--- config.mk ---
export PLATFORM = sky130hd
export DESIGN_NAME = duration_text_to_seconds_core
export DESIGN_NICKNAME = d
export VERILOG_FILES = /design/src/sv/dtts_pkg.sv /design/src/sv/dtts_parse.sv /design/src/sv/duration_text_to_seconds_core.sv
export SDC_FILE = /design/constraint.sdc
export NUM_CORES = 1
export LEC_CHECK = 0
export BUFFER_PORTS_ARGS = -buffer_cell sky130_fd_sc_hd__buf_2
export CORE_AREA = 4 4 219 221
export DETAILED_ROUTE_END_ITERATION = 10
export DIE_AREA = 0 0 223 225
export GPL_TIMING_DRIVEN = 0
export PLACE_DENSITY = 0.74
export SLEW_MARGIN = 5
export SYNTH_ARGS = -nofsm -noshare
export SYNTH_HDL_FRONTEND = slang
export SYNTH_SLANG_ARGS = --single-unit
--- constraint.sdc ---
create_clock -name clk -period 8.65 [get_ports clk]
set_input_delay 0.865 -clock clk [delete_from_list [all_inputs] [get_ports clk]]
set_output_delay 0.865 -clock clk [all_outputs]
set_load 0.005 [all_outputs]
--- src/sv/dtts_pkg.sv ---
// Shared types, unit codes and unit factors for the duration text parser.
package dtts_pkg;

	// One byte of the duration string and its end-of-string mark.
	typedef struct packed {
		logic [7:0] character;
		logic       last;
	} byte_t;

	// One result: the total in seconds and the parse status.
	typedef struct packed {
		logic signed [31:0] seconds;
		logic               ok;
	} total_t;

	localparam int UnitW   = 3;
	localparam int FactorW = 25;

	typedef logic [UnitW-1:0] unit_t;

	localparam unit_t UNIT_NONE = 3'd0;
	localparam unit_t UNIT_S    = 3'd1;
	localparam unit_t UNIT_M    = 3'd2;
	localparam unit_t UNIT_H    = 3'd3;
	localparam unit_t UNIT_D    = 3'd4;
	localparam unit_t UNIT_W    = 3'd5;
	localparam unit_t UNIT_Y    = 3'd6;

	// A finished term, handed from the parser to the arithmetic stages.
	typedef struct packed {
		logic        term_end;
		logic [31:0] num;
		unit_t       unit;
		logic        last;
		logic        ok;
	} term_t;

	function automatic unit_t unit_of(input logic [7:0] c);
		unit_t u;
		unique case (c)
			8'h73, 8'h53: u = UNIT_S;
			8'h6D, 8'h4D: u = UNIT_M;
			8'h68, 8'h48: u = UNIT_H;
			8'h64, 8'h44: u = UNIT_D;
			8'h77, 8'h57: u = UNIT_W;
			8'h79, 8'h59: u = UNIT_Y;
			default:      u = UNIT_NONE;
		endcase
		return u;
	endfunction

	function automatic logic [FactorW-1:0] unit_factor(input unit_t u);
		logic [FactorW-1:0] f;
		unique case (u)
			UNIT_S:  f = 25'd1;
			UNIT_M:  f = 25'd60;
			UNIT_H:  f = 25'd3600;
			UNIT_D:  f = 25'd86400;
			UNIT_W:  f = 25'd604800;
			UNIT_Y:  f = 25'd31536000;
			default: f = '0;
		endcase
		return f;
	endfunction

endpackage

--- src/sv/dtts_parse.sv ---
// Character-level parser: tracks the phase of the current term and its number.
module dtts_parse import dtts_pkg::*; (
	input  logic  clk,
	input  logic  arst_n,
	input  logic  take,
	input  byte_t beat,
	output term_t term
);

	localparam logic [1:0] PH_BETWEEN = 2'd0;
	localparam logic [1:0] PH_SIGN    = 2'd1;
	localparam logic [1:0] PH_DIGITS  = 2'd2;
	localparam logic [1:0] PH_FAILED  = 2'd3;

	localparam logic [30:0] NumMax = 31'h7FFF_FFFF;

	logic [1:0]  phase_q, phase_d;
	logic [30:0] val_q, val_d;
	logic        neg_q, neg_d;
	logic        seen_q, seen_d;

	logic        is_digit, is_blank, is_sign;
	logic [3:0]  digit;
	logic [34:0] val_x10;
	logic [30:0] val_acc;
	unit_t       unit_in;
	logic [30:0] term_val;
	logic        term_neg;

	assign is_digit = (beat.character >= 8'h30) && (beat.character <= 8'h39);
	assign is_blank = (beat.character == 8'h20) ||
	                  ((beat.character >= 8'h09) && (beat.character <= 8'h0D));
	assign is_sign  = (beat.character == 8'h2B) || (beat.character == 8'h2D);
	assign digit    = beat.character[3:0];
	assign unit_in  = unit_of(beat.character);

	// Times ten as two shifts, then the new digit, saturating at the largest magnitude.
	assign val_x10 = ({4'b0, val_q} << 3) + ({4'b0, val_q} << 1) + {31'b0, digit};
	assign val_acc = (|val_x10[34:31]) ? NumMax : val_x10[30:0];

	always_comb begin
		phase_d       = phase_q;
		val_d         = val_q;
		neg_d         = neg_q;
		seen_d        = seen_q;
		term_val      = val_q;
		term_neg      = neg_q;
		term.term_end = 1'b0;
		term.unit     = UNIT_S;
		term.ok       = 1'b0;
		term.last     = beat.last;

		unique case (phase_q)
			PH_BETWEEN: begin
				priority if (is_blank) begin
					phase_d = PH_BETWEEN;
				end else if (is_sign) begin
					neg_d   = (beat.character == 8'h2D);
					val_d   = '0;
					phase_d = PH_SIGN;
				end else if (is_digit) begin
					neg_d   = 1'b0;
					val_d   = {27'b0, digit};
					phase_d = PH_DIGITS;
				end else begin
					phase_d = PH_FAILED;
				end
			end
			PH_SIGN: begin
				if (is_digit) begin
					val_d   = {27'b0, digit};
					phase_d = PH_DIGITS;
				end else begin
					phase_d = PH_FAILED;
				end
			end
			PH_DIGITS: begin
				priority if (is_digit) begin
					val_d = val_acc;
				end else if (is_blank || (unit_in != UNIT_NONE)) begin
					term.term_end = 1'b1;
					term.unit     = is_blank ? UNIT_S : unit_in;
					seen_d        = 1'b1;
					val_d         = '0;
					neg_d         = 1'b0;
					phase_d       = PH_BETWEEN;
				end else begin
					phase_d = PH_FAILED;
				end
			end
			PH_FAILED: begin
				phase_d = PH_FAILED;
			end
			default: begin
				phase_d = PH_FAILED;
			end
		endcase

		// The end of the string closes an open number as a term in seconds.
		if (beat.last) begin
			priority if (phase_d == PH_DIGITS) begin
				term.term_end = 1'b1;
				term.unit     = UNIT_S;
				term_val      = val_d;
				term_neg      = neg_d;
				term.ok       = 1'b1;
			end else if (phase_d == PH_BETWEEN) begin
				term.ok = seen_d;
			end else begin
				term.ok = 1'b0;
			end
			phase_d = PH_BETWEEN;
			val_d   = '0;
			neg_d   = 1'b0;
			seen_d  = 1'b0;
		end

		term.num = term_neg ? (32'd0 - {1'b0, term_val}) : {1'b0, term_val};
	end

	always_ff @(posedge clk or negedge arst_n) begin
		if (!arst_n) begin
			phase_q <= PH_BETWEEN;
			val_q   <= '0;
			neg_q   <= 1'b0;
			seen_q  <= 1'b0;
		end else if (take) begin
			phase_q <= phase_d;
			val_q   <= val_d;
			neg_q   <= neg_d;
			seen_q  <= seen_d;
		end
	end

endmodule

--- src/sv/duration_text_to_seconds_core.sv ---
// Top level: parses a duration string one byte per beat and returns its total in seconds.
// Throughput: one byte per cycle, including the last of a string, while byte_stall is low.
// Path: the last byte of a string is parsed into stage 1, multiplied into stage 2 and
// accumulated into the output register, which then holds the result.
// Reset: arst_n clears the parse phase, the running total and all valid flags at once;
// the block can take a byte as soon as reset is released.
module duration_text_to_seconds_core import dtts_pkg::*; (
	input  logic   clk,
	input  logic   arst_n,
	input  logic   byte_valid,
	output logic   byte_stall,
	input  byte_t  byte_data,
	output logic   total_valid,
	input  logic   total_stall,
	output total_t total_data
);

	// The pipeline is elastic: each stage holds a valid flag and moves on when the stage
	// after it is free. Only the beat that ends a string needs the output register, so
	// ordinary bytes keep flowing into the running total while a finished result waits
	// to be taken; the parser is held only when that waiting result blocks a second end
	// of string at the accumulate stage and the two stages before it are full.

	term_t term;
	logic  take;

	// Stage 1: the term finished by this byte, if any, and the end-of-string status.
	logic        v_s1;
	logic        term_end_s1;
	logic [31:0] num_s1;
	unit_t       unit_s1;
	logic        last_s1;
	logic        ok_s1;

	// Stage 2: the term's product with its unit factor, wrapped to 32 bits.
	logic        v_s2;
	logic [31:0] prod_s2;
	logic        last_s2;
	logic        ok_s2;

	logic [31:0] acc_q;
	logic [31:0] acc_sum;
	logic [56:0] prod_full;

	logic s2_move, s2_free, s1_free;

	// A string's final beat may only leave stage 2 once the output register can take it.
	assign s2_move    = v_s2 && !(last_s2 && total_valid && total_stall);
	assign s2_free    = !v_s2 || s2_move;
	assign s1_free    = !v_s1 || s2_free;
	assign byte_stall = !s1_free;
	assign take       = byte_valid && !byte_stall;

	dtts_parse u_parse (
		.clk    (clk),
		.arst_n (arst_n),
		.take   (take),
		.beat   (byte_data),
		.term   (term)
	);

	// Stage 1 register.
	always_ff @(posedge clk or negedge arst_n) begin
		if (!arst_n) begin
			v_s1 <= 1'b0;
		end else if (s1_free) begin
			v_s1 <= take;
		end
	end

	always_ff @(posedge clk) begin
		if (take) begin
			term_end_s1 <= term.term_end;
			num_s1      <= term.num;
			unit_s1     <= term.unit;
			last_s1     <= term.last;
			ok_s1       <= term.ok;
		end
	end

	// Two's complement wraps modulo 2^32, so the low 32 bits of the unsigned product are
	// the signed product the total needs.
	assign prod_full = {25'b0, num_s1} * {32'b0, unit_factor(unit_s1)};

	// Stage 2 register.
	always_ff @(posedge clk or negedge arst_n) begin
		if (!arst_n) begin
			v_s2 <= 1'b0;
		end else if (s2_free) begin
			v_s2 <= v_s1;
		end
	end

	always_ff @(posedge clk) begin
		if (v_s1 && s2_free) begin
			prod_s2 <= term_end_s1 ? prod_full[31:0] : '0;
			last_s2 <= last_s1;
			ok_s2   <= ok_s1;
		end
	end

	// Accumulate stage: the running total, and the output register on a final beat.
	assign acc_sum = acc_q + prod_s2;

	always_ff @(posedge clk or negedge arst_n) begin
		if (!arst_n) begin
			acc_q       <= '0;
			total_valid <= 1'b0;
		end else begin
			if (s2_move) begin
				acc_q <= last_s2 ? '0 : acc_sum;
			end
			if (s2_move && last_s2) begin
				total_valid <= 1'b1;
			end else if (!total_stall) begin
				total_valid <= 1'b0;
			end
		end
	end

	// A failed parse reports zero seconds.
	always_ff @(posedge clk) begin
		if (s2_move && last_s2) begin
			total_data.seconds <= ok_s2 ? acc_sum : '0;
			total_data.ok      <= ok_s2;
		end
	end

`ifndef SYNTH
	a_acc_cleared: assert property (@(posedge clk) disable iff (!arst_n)
		(s2_move && last_s2) |=> (acc_q == '0))
		else $error("running total not cleared after the end of a string");

	a_fail_zero: assert property (@(posedge clk) disable iff (!arst_n)
		(total_valid && !total_data.ok) |-> (total_data.seconds == '0))
		else $error("failed parse reports non-zero seconds");

	a_stall_full: assert property (@(posedge clk) disable iff (!arst_n)
		byte_stall |-> (v_s1 && v_s2 && last_s2 && total_valid))
		else $error("input stalled while the pipeline has room");

	a_out_hold: assert property (@(posedge clk) disable iff (!arst_n)
		(total_valid && total_stall) |=> (total_valid && $stable(total_data)))
		else $error("stalled result changed or was dropped");
`endif

endmodule
* Yosys cells after proc, flatten, opt, wreduce, memory -nomap -nowiden *
Index checks and enable logic that the tools add are counted.

operators by class
  add/sub/neg operators = 4
  multiply operators = 1
  magnitude comparators = 4
  eq/ne operators = 26
  muxes and demuxes = 49
  reduce and logical (&&, ||, !) cells = 27

operators by type and width
  cell                                                                              number
  31-bit 2-to-1 mux                                                                 10
  25-bit case mux with 6 select lines                                               1
  8-bit by 7-bit equality test with 1-bit output, second input constant             12
  31-bit case mux with 3 select lines                                               1
  34-bit by 32-bit adder with 35-bit output                                         1
  35-bit by 4-bit adder with 35-bit output                                          1
  32-bit adder                                                                      1
  32-bit by 25-bit multiplier with 32-bit output                                    1
  32-bit 2-to-1 mux                                                                 1
  1-bit by 31-bit subtractor with 32-bit output, first input constant               1
  8-bit by 6-bit equality test with 1-bit output, second input constant             3
  1-bit 2-to-1 mux                                                                  22
  3-bit 2-to-1 mux                                                                  6
  3-bit case mux with 6 select lines                                                1
  2-bit OR reduction                                                                6
  2-bit 2-to-1 mux                                                                  5
  3-bit equality test, second input constant                                        3
  8-bit by 4-bit >= comparator with 1-bit output, second input constant             1
  8-bit by 6-bit >= comparator with 1-bit output, second input constant             1
  8-bit by 4-bit less-or-equal comparator with 1-bit output, second input constant  1
  8-bit by 6-bit less-or-equal comparator with 1-bit output, second input constant  1
  1-bit logical AND                                                                 8
  2-bit case mux with 4 select lines                                                1
  2-bit equality test, second input constant                                        3
  other kinds (10)                                                                  19

storage, ports and cells
  bits in registers = 175
  input bits = 13
  output and inout port bits = 35
  word-level logic and storage cells = 130

* Logic depth before layout (Yosys ltp) *
  word-level depth = 13
  depth in mapped cells = 30
  gate-level depth less buffers = 28

* Cells and area by module *
Synthesis repeated with hierarchy kept, for this count alone.

unflattened totals
  cell total of the unflattened synthesis = 2809
  area total of the unflattened synthesis = 25592.0 um2

by module, submodules not included
  module                         times used  cells an instance  area an instance (um2)  sequential area each (um2)
  duration_text_to_seconds_core  1           1922               19259.7                 4028.9
  dtts_parse                     1           887                6332.3                  875.8

* Worst setup path after synthesis *
OpenSTA, ideal clock, no wires.

  kind = register -> register
  start = reg unit_s1[0]
  end = reg prod_s2[30] (data pin)
  setup time = 0.255 ns
  arrival time = 7.072 ns
  data required time = 8.395 ns
  setup slack = 1.323 ns
  cell stages (with the launch flop) = 27
  buffers on the path = 3
  clock period less this slack = 7.327 ns
  cells stage by stage = edfxtp_1 -> nor2b_1 -> clkbuf_1 -> clkbuf_1 -> clkbuf_1 -> and2_1 -> fa_1 -> fa_1 -> inv_1 -> fa_1 -> fa_1 -> inv_1 -> fa_1 -> fa_1 -> inv_1 -> fa_1 -> inv_1 -> ha_1 -> and2_1 -> o2111a_1 -> nor2_1 -> a2111oi_0 -> nor2_1 -> a211o_1 -> o21ai_0 -> xor2_1 -> and2_1

between the ends
  word-level cells in the longest chain between the ends = 3
  elaborated cells between the ends (all ways) = 8
  those cells by class = mul: 1; eq/ne: 6; mux: 1

ends and longest elaborated chain
  item                                                line                                 source
  start, declared                                     duration_text_to_seconds_core.sv:31  unit_t unit_s1;
  start signal, assigned                              duration_text_to_seconds_core.sv:75  unit_s1 <= term.unit;
  3-bit equality test, or another cell as far along   dtts_pkg.sv:54                       unique case (u)
  25-bit case mux with 6 select lines (*)             dtts_pkg.sv:54
  32-bit by 25-bit multiplier with 32-bit output (*)  duration_text_to_seconds_core.sv:83  assign prod_full = {25'b0, num_s1} * {32'b0, unit_factor(unit_s1)};
  end signal, assigned                                duration_text_to_seconds_core.sv:96  prod_s2 <= term_end_s1 ? prod_full[31:0] : '0;
  end, declared                                       duration_text_to_seconds_core.sv:37  logic [31:0] prod_s2;

Every way passes the cells marked *; elsewhere a longest branch is shown, timed or not.
A chain may end at the register's enable or synchronous reset.

* Final worst setup path *
Same ends and word-level chain as after synthesis.

==> summary.md <==
| Metric | Value |
|---|---|
| Total track usage | `0.2937` |
| Final wirelength | `72450 um` |
| Vias per cell | `5.889` |
| Worst Hold Class | `input port to async pin` |
| DRT Pass-1 Iters | `6` |
| Pin count of the biggest net entering global routing | `47` |
| Minimum clock period | `8289 ps` |
| Async set-reset flop share out of synthesis | `0.4000` |
| Core Area | `46160 um^2` |
| Max Fclk | `0.1206 GHz` |
| Vias | `20290` |
| Die height | `225 um` |
| Initial antenna violation count | `1` |
| CP required | `8900 ps` |
| Clk Latency, worst-skew pair | `490 ps` |
| Number of buffers added on ports | `47` |
| Synth cell types | `92` |
| Die ar. | `50180 um^2` |
| CTS root buffer | `clkbuf_16` |
| DR DRC count | `0` |
| Peak VDD IR | `0.2438 mV` |
| Most common cell after layout, fill and taps aside | `inv_1` |
| Hold Buf Count CTS | `0` |
| N_diodes | `0` |
| Congestion Overflow GR | `0` |
| CP endpoint kind | `flip-flop` |
| Place WS | `-675.0 ps` |
| I/O pins | `48` |
| P_leak | `13.27 nW` |
| P per Cell Area | `160.8 nW/um^2` |
| Die width | `223 um` |
| Total CTS buffers | `17` |
| DR WL met2 | `34980 um` |
| DR WL met3 | `4848 um` |
| Min setup slack post-route | `360.6 ps` |
| Wl on met1 | `29630 um` |
| Yosys reg bits | `175` |
| Post-route total power | `4.323 mW` |
| HPWL Detailed | `59890 um` |
| Initial core utilization | `0.5444` |
| Num rows | `79` |
| CP arrival | `8540 ps` |
| Fillers | `4017` |
| Main synth FF type | `edfxtp_1` |
| Wire length per cell after detailed routing | `21.03 um` |
| Maximum buffer depth of the clock tree | `2` |
| Final hold vios | `0` |
| Worst Tran Pin Value | `1382 ps` |
| First-pass GRT wire length | `115700 um` |
| CP Max Fanout | `10` |
| # setup viols final | `0` |
| CTS clk-pin slew, worst paths | `70 ps` |
| Setup TNS Final | `0 ps` |
| Commonest cells after routing, fill and taps aside | `491 x inv_1, 289 x fa_1, 273 x ha_1` |
| Status | `finished clean` |
| Part of the cycle the worst path needs | `0.9583` |
| Area delta synth->final | `7.000%` |
| RSZ-0062 raised after global routing | `no` |
| Area of the multi-input gates | `18040 um^2` |
| Post-synthesis cell area | `25130 um^2` |
| DR top layer | `met4` |
| Cells after Synth | `2756` |
| Mean Syn Cell Area | `9.118 um^2` |
| Detail Route Antenna Nets | `0` |
| Ys Warns | `0` |
| Register area | `4905 um^2` |
| Number of max-cap violations | `0` |
| CP Launch Type | `flip-flop` |
| CTS tree | `done` |
| Gpl congestion | `1.002` |
| Clock Skew | `20.17 ps` |
| Final Max Slew Viols | `0` |
| Nets | `3400` |
| Syn_nets | `3331` |
| Setup CP Type | `flip-flop to flip-flop` |
| DR iter-0 viols | `1486` |
| Clk sinks | `175` |
| Vias in the first global route | `21100` |
| Max-slew headroom at the worst pin | `0.07658` |
| Max H-tree Level | `4` |
| Share of cells above drive strength 1 | `0.05779` |
| Sequential-to-total area share from yosys stat | `0.1952` |
| Number of synthesized flops with an enable pin | `105` |
## registers in the layout (all words and copies together) (netlist names), 2 cells and up
name and flops:
total_data 33, acc_q 32, num_s1 32, prod_s2 32
u_parse.val_q 31, unit_s1 3, u_parse.phase_q 2
## synthesized netlist by cell type, drive strengths merged, types with 14 or more instances
| cell | instances | area share |
|---|---|---|
| inv | 491 | 0.073 |
| fa | 289 | 0.23 |
| ha | 273 | 0.14 |
| nand2 | 203 | 0.030 |
| and2 | 155 | 0.039 |
| a21oi | 137 | 0.028 |
| nor2 | 130 | 0.019 |
| edfxtp | 105 | 0.13 |
| o21ai | 91 | 0.018 |
| xnor2 | 91 | 0.032 |
| clkbuf | 80 | 0.012 |
| dfrtp | 70 | 0.070 |
| and3 | 54 | 0.013 |
| nor3 | 47 | 0.0096 |
| nor2b | 45 | 0.011 |
| xor2 | 42 | 0.015 |
| a21o | 41 | 0.012 |
| a22o | 31 | 0.011 |
| nand3 | 29 | 0.0058 |
| a31oi | 23 | 0.0057 |
| o21a | 22 | 0.0066 |
| nand2b | 21 | 0.0052 |
| buf | 19 | 0.0039 |
| a211oi | 18 | 0.0061 |
| a22oi | 16 | 0.0048 |
| o31ai | 16 | 0.0048 |
| o211ai | 15 | 0.0049 |
| or3 | 14 | 0.0037 |
## metal layers
layer | up-vias | GRT usage
li1 | 9335 | -
met1 | 10020 | 0.3720
met4 | 0 | 0.1084
met3 | 203 | 0.05510
met5 | - | 0
met2 | 734 | 0.5055
## worst paths after layout
| check | start | endpoint | slack (ps) | depth (start not counted) |
|---|---|---|---|---|
| setup / recovery | unit_s1[0] | prod_s2[30] | 360 | 27 |
| hold / removal | arst_n | acc_q[9] | 300 | 1 |
| setup reg to reg | unit_s1[0] | prod_s2[30] | 360 | 27 |
| hold reg to reg | last_s1 | last_s2 | 430 | 0 |
| max in group asynchronous | arst_n | u_parse.val_q[18] | 7740 | 2 |
| min in group clk | last_s1 | last_s2 | 430 | 0 |
## cells by family after synthesis
family | Yosys count | share of synthesized area
xor+xnor | 133 | 0.04635
buf+inv | 591 | 0.08942
compound gates | 531 | 0.1453
flops | 175 | 0.1952
mux | 6 | 0.002589
other cells | 1 | 0.0001492
fa+ha+maj | 562 | 0.3661
simple gates | 757 | 0.1549
## power breakdown
group          internal [mW]  total (mW)  switching [mW]  leakage, nW
sequential              1.08        1.21           0.129         1.98
clock                  0.465       0.842           0.377        0.308
combinational          0.932        2.28            1.34         11.0
## per-stage QoR
stage               hold slack [ps]  instances    util  cell area (um^2)
finish                        297.9       3445  0.5825             26890
global route                  317.1       3445  0.5825             26890
CTS                           293.5       3443  0.5814             26840
detailed placement            405.2       3412  0.5674             26190
global placement              400.3       3410  0.5660             26130
floorplan                     400.3       2756       -             25130
## cell type report
| class | count | share of cell area |
|---|---|---|
| plain buffers | 98 | 0.01540 |
| clock buffers | 17 | 0.01582 |
| clock inverters | 15 | 0.007305 |
| inverters | 492 | 0.06873 |
| multi-input cells | 1990 | 0.6709 |
| flip-flops and latches | 175 | 0.1824 |
| well taps | 607 | 0.02824 |
| repair buffers | 51 | 0.01117 |
## worst max-delay path, cell delays in order (launching register included)
cell and delay [ps]:
edfxtp_1 620, clkbuf_2 320, clkbuf_1 380, clkbuf_2 390, clkbuf_2 310, nand2_1 110, fa_1 440, inv_1 80
fa_1 410, inv_1 80, fa_1 440, fa_1 530, inv_1 60, fa_1 500, fa_1 500, inv_1 50
fa_1 470, inv_1 40, ha_1 350, and2_1 210, o2111a_1 270, nor2_1 130, a2111oi_2 430, nor2_1 100
a211o_1 300, o21ai_0 210, xor2_1 120, and2_1 170
## timing repair
item / in CTS / in global routing
gates resized for setup: 11 / 22
setup buffers: 0 / 2
setup endpoints to repair: 7 / 6
No activity file was read; power rests on OpenSTA's default activity.
